==> src/rtl/core/rbb_pkg.sv <==
package rbb_pkg;

    localparam int DEF_MAX_FRAME_WIDTH  = 256;
    localparam int DEF_MAX_FRAME_HEIGHT = 256;
    localparam int DEF_MAX_WINDOW       = 16;

    // coordinate math width: covers the largest frame plus the largest window
    localparam int CRD_W      = 16;
    localparam int CFG_IDX_W  = 3;
    localparam int CFG_DATA_W = 9;
    localparam int WREG_W     = 5;
    localparam int PIX_W      = 8;
    localparam int NCH        = 3;

    localparam logic OP_WRITE = 1'b0;
    localparam logic OP_QUERY = 1'b1;

    localparam logic STATUS_OK    = 1'b0;
    localparam logic STATUS_RANGE = 1'b1;

    localparam logic [CFG_IDX_W-1:0] REG_FRAME_WIDTH   = 3'd0;
    localparam logic [CFG_IDX_W-1:0] REG_FRAME_HEIGHT  = 3'd1;
    localparam logic [CFG_IDX_W-1:0] REG_REGION_LEFT   = 3'd2;
    localparam logic [CFG_IDX_W-1:0] REG_REGION_TOP    = 3'd3;
    localparam logic [CFG_IDX_W-1:0] REG_REGION_RIGHT  = 3'd4;
    localparam logic [CFG_IDX_W-1:0] REG_REGION_BOTTOM = 3'd5;
    localparam logic [CFG_IDX_W-1:0] REG_WINDOW_WIDTH  = 3'd6;
    localparam logic [CFG_IDX_W-1:0] REG_WINDOW_HEIGHT = 3'd7;

    typedef enum logic [2:0] {
        ST_IDLE,
        ST_PIXEL,
        ST_SCAN,
        ST_DRAIN,
        ST_DIVLD,
        ST_DIV,
        ST_DONE
    } state_t;

    typedef struct packed {
        logic take;
        logic rd_scan;
        logic scan_init;
        logic scan_step;
        logic pix_load;
        logic err_load;
        logic div_load;
        logic div_step;
        logic res_div;
        logic out_load;
    } cmd_t;

    typedef struct packed {
        logic is_write;
        logic in_frame;
        logic in_rect;
        logic scan_last;
        logic div_done;
        logic out_free;
    } stat_t;

endpackage

==> src/rtl/core/rbb_ctrl.sv <==
module rbb_ctrl (
    input  logic           clk,
    input  logic           rst_n,
    input  logic           in_valid,
    output logic           in_stall,
    input  rbb_pkg::stat_t st,
    output rbb_pkg::cmd_t  cmd
);

    rbb_pkg::state_t state_reg;
    rbb_pkg::state_t state_next;

    always_ff @(posedge clk or negedge rst_n)
    begin
        if (!rst_n)
        begin
            state_reg <= rbb_pkg::ST_IDLE;
        end
        else
        begin
            state_reg <= state_next;
        end
    end

    always_comb
    begin
        state_next = state_reg;
        case (state_reg)
            rbb_pkg::ST_IDLE:
            begin
                if (in_valid && !st.is_write)
                begin
                    if (!st.in_frame)
                    begin
                        state_next = rbb_pkg::ST_DONE;
                    end
                    else if (st.in_rect)
                    begin
                        state_next = rbb_pkg::ST_SCAN;
                    end
                    else
                    begin
                        state_next = rbb_pkg::ST_PIXEL;
                    end
                end
            end
            rbb_pkg::ST_PIXEL: state_next = rbb_pkg::ST_DONE;
            rbb_pkg::ST_SCAN:
            begin
                if (st.scan_last)
                begin
                    state_next = rbb_pkg::ST_DRAIN;
                end
            end
            rbb_pkg::ST_DRAIN: state_next = rbb_pkg::ST_DIVLD;
            rbb_pkg::ST_DIVLD: state_next = rbb_pkg::ST_DIV;
            rbb_pkg::ST_DIV:
            begin
                if (st.div_done)
                begin
                    state_next = rbb_pkg::ST_DONE;
                end
            end
            rbb_pkg::ST_DONE:
            begin
                if (st.out_free)
                begin
                    state_next = rbb_pkg::ST_IDLE;
                end
            end
            default: state_next = rbb_pkg::ST_IDLE;
        endcase
    end

    always_comb
    begin
        cmd = '0;
        in_stall = 1'b1;
        case (state_reg)
            rbb_pkg::ST_IDLE:
            begin
                in_stall = 1'b0;
                cmd.take = in_valid;
                // a plain pixel read uses the port address, which the store sees by default
                if (in_valid && !st.is_write)
                begin
                    if (!st.in_frame)
                    begin
                        cmd.err_load = 1'b1;
                    end
                    else if (st.in_rect)
                    begin
                        cmd.scan_init = 1'b1;
                    end
                end
            end
            rbb_pkg::ST_PIXEL: cmd.pix_load = 1'b1;
            rbb_pkg::ST_SCAN:
            begin
                cmd.rd_scan = 1'b1;
                cmd.scan_step = 1'b1;
            end
            rbb_pkg::ST_DRAIN: cmd = '0;
            rbb_pkg::ST_DIVLD: cmd.div_load = 1'b1;
            rbb_pkg::ST_DIV:
            begin
                if (st.div_done)
                begin
                    cmd.res_div = 1'b1;
                end
                else
                begin
                    cmd.div_step = 1'b1;
                end
            end
            rbb_pkg::ST_DONE: cmd.out_load = st.out_free;
            default: cmd = '0;
        endcase
    end

endmodule

==> config.mk <==
export PLATFORM = sky130hd
export DESIGN_NAME = rbb_ctrl
export DESIGN_NICKNAME = d
export VERILOG_FILES = /design/src/rtl/core/rbb_pkg.sv /design/src/rtl/core/rbb_ctrl.sv
export SDC_FILE = /design/constraint.sdc
export NUM_CORES = 1
export LEC_CHECK = 0
export BUFFER_PORTS_ARGS = -buffer_cell sky130_fd_sc_hd__buf_2
export CAP_MARGIN = 15
export CORE_AREA = 2 2 39 41
export CTS_BUF_LIST = sky130_fd_sc_hd__clkbuf_16
export DETAILED_ROUTE_END_ITERATION = 16
export DIE_AREA = 0 0 41 43
export PLACE_DENSITY_LB_ADDON = 0.12
export SYNTH_ARGS = -nofsm -noshare
export SYNTH_HDL_FRONTEND = slang
export SYNTH_SLANG_ARGS = --single-unit
==> constraint.sdc <==
create_clock -name clk -period 2.25 [get_ports clk]
set_clock_uncertainty 0.05 [all_clocks]
set_input_delay 0.45 -clock clk [delete_from_list [all_inputs] [get_ports clk]]
set_output_delay 0.45 -clock clk [all_outputs]
set_load 0.01 [all_outputs]
======== Word level (Yosys, flattened, before mapping) ========
Index checks and enable logic that the tools add are counted.
storage, ports and cells
  register bits after elaboration ......... 3
  input port bits ......................... 9
  output and inout bits ................... 11
  word-level logic and storage cells ...... 38
cells by class
  equality and inequality tests ........... 10
  muxes and demuxes ....................... 23
  reductions and logical operators ........ 4
operator list
  kind                number
  $pmux 3 s7          1
  $mux 1              15
  $mux 3              5
  $eq 3x3->1 const B  3
  $ne 2x2->1 const B  4
  $eq 3x2->1 const B  2
  $mux 2              2
  $reduce_and 4->1    1
  $eq 3x1->1 const B  1
  $logic_not 3->1     1
  $logic_and 1x1->1   1
  $logic_not 1->1     1

======== Logic depth before layout (Yosys ltp) ========
  word-level depth ........................ 4
  mapped depth ............................ 4
  depth with buffers taken out ............ 3

======== Least setup slack after synthesis ========
Ideal clock, no wire load.
  path kind ............................... register to output
  start ................................... reg state_reg[2]
  end ..................................... out cmd[7] in the netlist's numbering
  arrival ................................. 1.146 ns
  setup slack ............................. 0.604 ns
  stages on the path, launching flop included .. 4
  cell sequence ........................... dfrtp_1 > or3_1 > buf_2 > nor3_2
RTL lines
  item                      RTL line        source
  start: declaration        rbb_ctrl.sv:10  rbb_pkg::state_t state_reg;
  start signal: assignment  rbb_ctrl.sv:17  state_reg <= rbb_pkg::ST_IDLE;
  start signal: assignment  rbb_ctrl.sv:21  state_reg <= state_next;
  end: declaration          rbb_ctrl.sv:7   output rbb_pkg::cmd_t cmd

==> results.sh <==
export IMPL_syn_avg_cell_area_um2=8.23
export IMPL_detailedRoute_firstPassIterationCount=4
export IMPL_global_route_usage_met2=0.172
export IMPL_drt_drc_violations_left=0
export IMPL_n_antenna_cell=0
export IMPL_clock_sinks=3
export IMPL_fin_crit_sh=0.892
export IMPL_worstPathMaxFanout=11
export IMPL_final_nets=74
export IMPL_layout_common_cells="sky130_fd_sc_hd__buf_2 (19), sky130_fd_sc_hd__nor2_1 (4), sky130_fd_sc_hd__nor3b_1 (4), sky130_fd_sc_hd__inv_1 (4)"
export IMPL_synth_net_count=52
export IMPL_synth_sequential_area_ratio=0.212
export IMPL_timing_hold_violations_final=0
export IMPL_setup_worst_path_start_class="flip-flop"
export IMPL_worst_slew_pin_slew_ns=0.299
export IMPL_area_overhead_of_the_layout_relative_to_synthesis_pct=52.3
export IMPL_post_route_cells_drive_above_1_share=0.453
export IMPL_fin_area_um2=539
export IMPL_wl_um=873
export IMPL_finalCoreUtilization=0.390
export IMPL_critical_path_at_ns=1.51
export IMPL_setup_tns_ns=0
export IMPL_avgViaCountPerCell=4.55
export IMPL_synth_cell_types=23
export IMPL_chip_height_um=43
export IMPL_max_cap_viol_count=0
export IMPL_clk_pin_slew_ns=0.03
export IMPL_std_cell_rows=14
export IMPL_post_cts_resized_instances=0
export IMPL_route_detailed_wl_per_inst_um=10.9
export IMPL_slew_headroom=0.800
export IMPL_hold_worst_slack_ns=0.435
export IMPL_antenna_violation_net_count_after_detailed_routing=0
export IMPL_post_cts_setup_buffers=0
export IMPL_antenna_violations_before_repair=0
export IMPL_finalWorstPathRequiredPeriod_ns=2.01
export IMPL_wire_length_of_the_first_global_routing_pass_um=1390
export IMPL_grt_util_all_layers=0.123
export IMPL_grt_met3_usage=0.0471
export IMPL_place_congestion=0.698
export IMPL_cts_max_path_buffers=2
export IMPL_synth_seq_cells=3
export IMPL_timing_setup_critical_path_class="reg -> out"
export IMPL_die_area_um2=1760
export IMPL_outcome="complete, no violations"
export IMPL_grt_start_max_net_pins=13
export IMPL_setup_viol_count_final=0
export IMPL_tritoncts="yes"
export IMPL_max_clock_freq_mhz=498
export IMPL_timing_final_max_slew_violations=0
export IMPL_total_leakage_power_nw=0.274
export IMPL_design_core_area_um2=1380
export IMPL_synthesis_instances=43
export IMPL_cp_required_ns=1.75
export IMPL_syn_cell_area_um2=354
export IMPL_setup_repair_after_global_routing_missed_its_margin="false"
export IMPL_cts_root_buf="sky130_fd_sc_hd__clkbuf_16"
export IMPL_drt_iter0_markers=9
export IMPL_via_count=364
export IMPL_layout_commonest_cell="sky130_fd_sc_hd__buf_2"
export IMPL_clock_tree_htree_level_count=1
export IMPL_grt_busiest_layer="met2"
export IMPL_placed_cell_area_um2=450
export IMPL_inserted_clock_buffers=3
export IMPL_start_util=0.256
export IMPL_die_width_um=41
export IMPL_worstHoldPathType="in -> reg"
export IMPL_ioPinCount=20
export IMPL_number_of_buffers_inserted_for_hold_repair_after_clock_tree_synthesis=1
export IMPL_largest_register_ffs=3
export IMPL_place_detailed_hpwl_um=642
export IMPL_port_buffers=19
export IMPL_critical_path_sink_type="output port"
export IMPL_yosys_warnings=0
export IMPL_irDropWorstVdd_uv=537
export IMPL_globalRoute_totalOverflow=0
export IMPL_worst_skew_pair_late_latency_ns=0.22
export IMPL_power_per_cell_area_nw_per_um2=1360
export IMPL_via_count_of_the_first_global_routing_pass=330
export IMPL_grt_met1_usage=0.148
==> worst max-delay path, cell delays in order (launching register included) <==
cell and delay [ns]:
sky130_fd_sc_hd__dfrtp_1 0.46, sky130_fd_sc_hd__or3_1 0.47, sky130_fd_sc_hd__nor3_2 0.20, sky130_fd_sc_hd__buf_2 0.15
==> through the flow <==
step,worst slack (ns),total power [mW],instances
2_1_floorplan,0.604,0.377,43
3_3_place_gp,0.502,0.458,75
3_5_place_dp,0.465,0.458,75
4_1_cts,0.237,0.742,80
5_1_grt,0.173,0.796,80
6_report,0.244,0.732,80
==> cell type report <==
| type | count | area, um2 |
|---|---|---|
| fillers | 156 | 845 |
| multi-input cells | 32 | 234 |
| repair buffers | 22 | 120 |
| flip-flops and latches | 3 | 75.1 |
| clock buffers | 3 | 75.1 |
| well taps | 16 | 20.0 |
| inverters | 3 | 11.3 |
| clock inverters | 1 | 3.75 |
==> cell families (layout without fill, tap and decap cells) <==
| family | after synthesis | in the layout | share of synthesized area |
|---|---|---|---|
| simple gates | 23 | 23 | 0.456 |
| compound gates | 9 | 9 | 0.205 |
| buf+inv | 8 | 29 | 0.127 |
| flops | 3 | 3 | 0.212 |
==> layer usage <==
metal | wire length, um | up-vias
met5 | 0 | -
met1 | 427 | 162
li1 | - | 188
met4 | 6 | 0
met3 | 38 | 2
met2 | 399 | 12
==> final timing paths <==
path | slack [ns] | to | from | depth (start not counted)
worst max-delay path | 0.24 | cmd[7] | state_reg[0] | 3
worst min-delay path | 0.44 | state_reg[2] | st[4] | 2
worst max register to register | 0.87 | state_reg[0] | state_reg[0] | 3
worst min register to register | 0.57 | state_reg[2] | state_reg[1] | 2
max in group asynchronous | 1.54 | state_reg[1] | rst_n | 2
min in group asynchronous | 0.50 | state_reg[2] | rst_n | 2
==> Yosys cell counts (all sizes together) <==
| library cell | n | area share |
|---|---|---|
| dfrtp | 3 | 0.21 |
| nor3 | 2 | 0.057 |
| o31a | 1 | 0.025 |
| nand2b | 3 | 0.053 |
| or3 | 1 | 0.018 |
| or2b | 1 | 0.021 |
| nand2 | 2 | 0.021 |
| o41ai | 1 | 0.046 |
| nor2 | 4 | 0.042 |
| a21oi | 1 | 0.014 |
| inv | 3 | 0.032 |
| nor2b | 4 | 0.11 |
| nand3b | 1 | 0.021 |
| o21ai | 1 | 0.014 |
| nor3b | 4 | 0.085 |
| o31ai | 3 | 0.064 |
| or3b | 1 | 0.025 |
| o21a | 1 | 0.021 |
| buf | 5 | 0.095 |
| o211ai | 1 | 0.021 |
==> power by group <==
group,total [mW],switching (mW),leakage [nW],internal [mW]
clock network,0.277,0.0480,0.0423,0.229
registers,0.106,0.0261,0.0357,0.0801
logic,0.349,0.184,0.196,0.165
(Power assumes the default switching activity.)
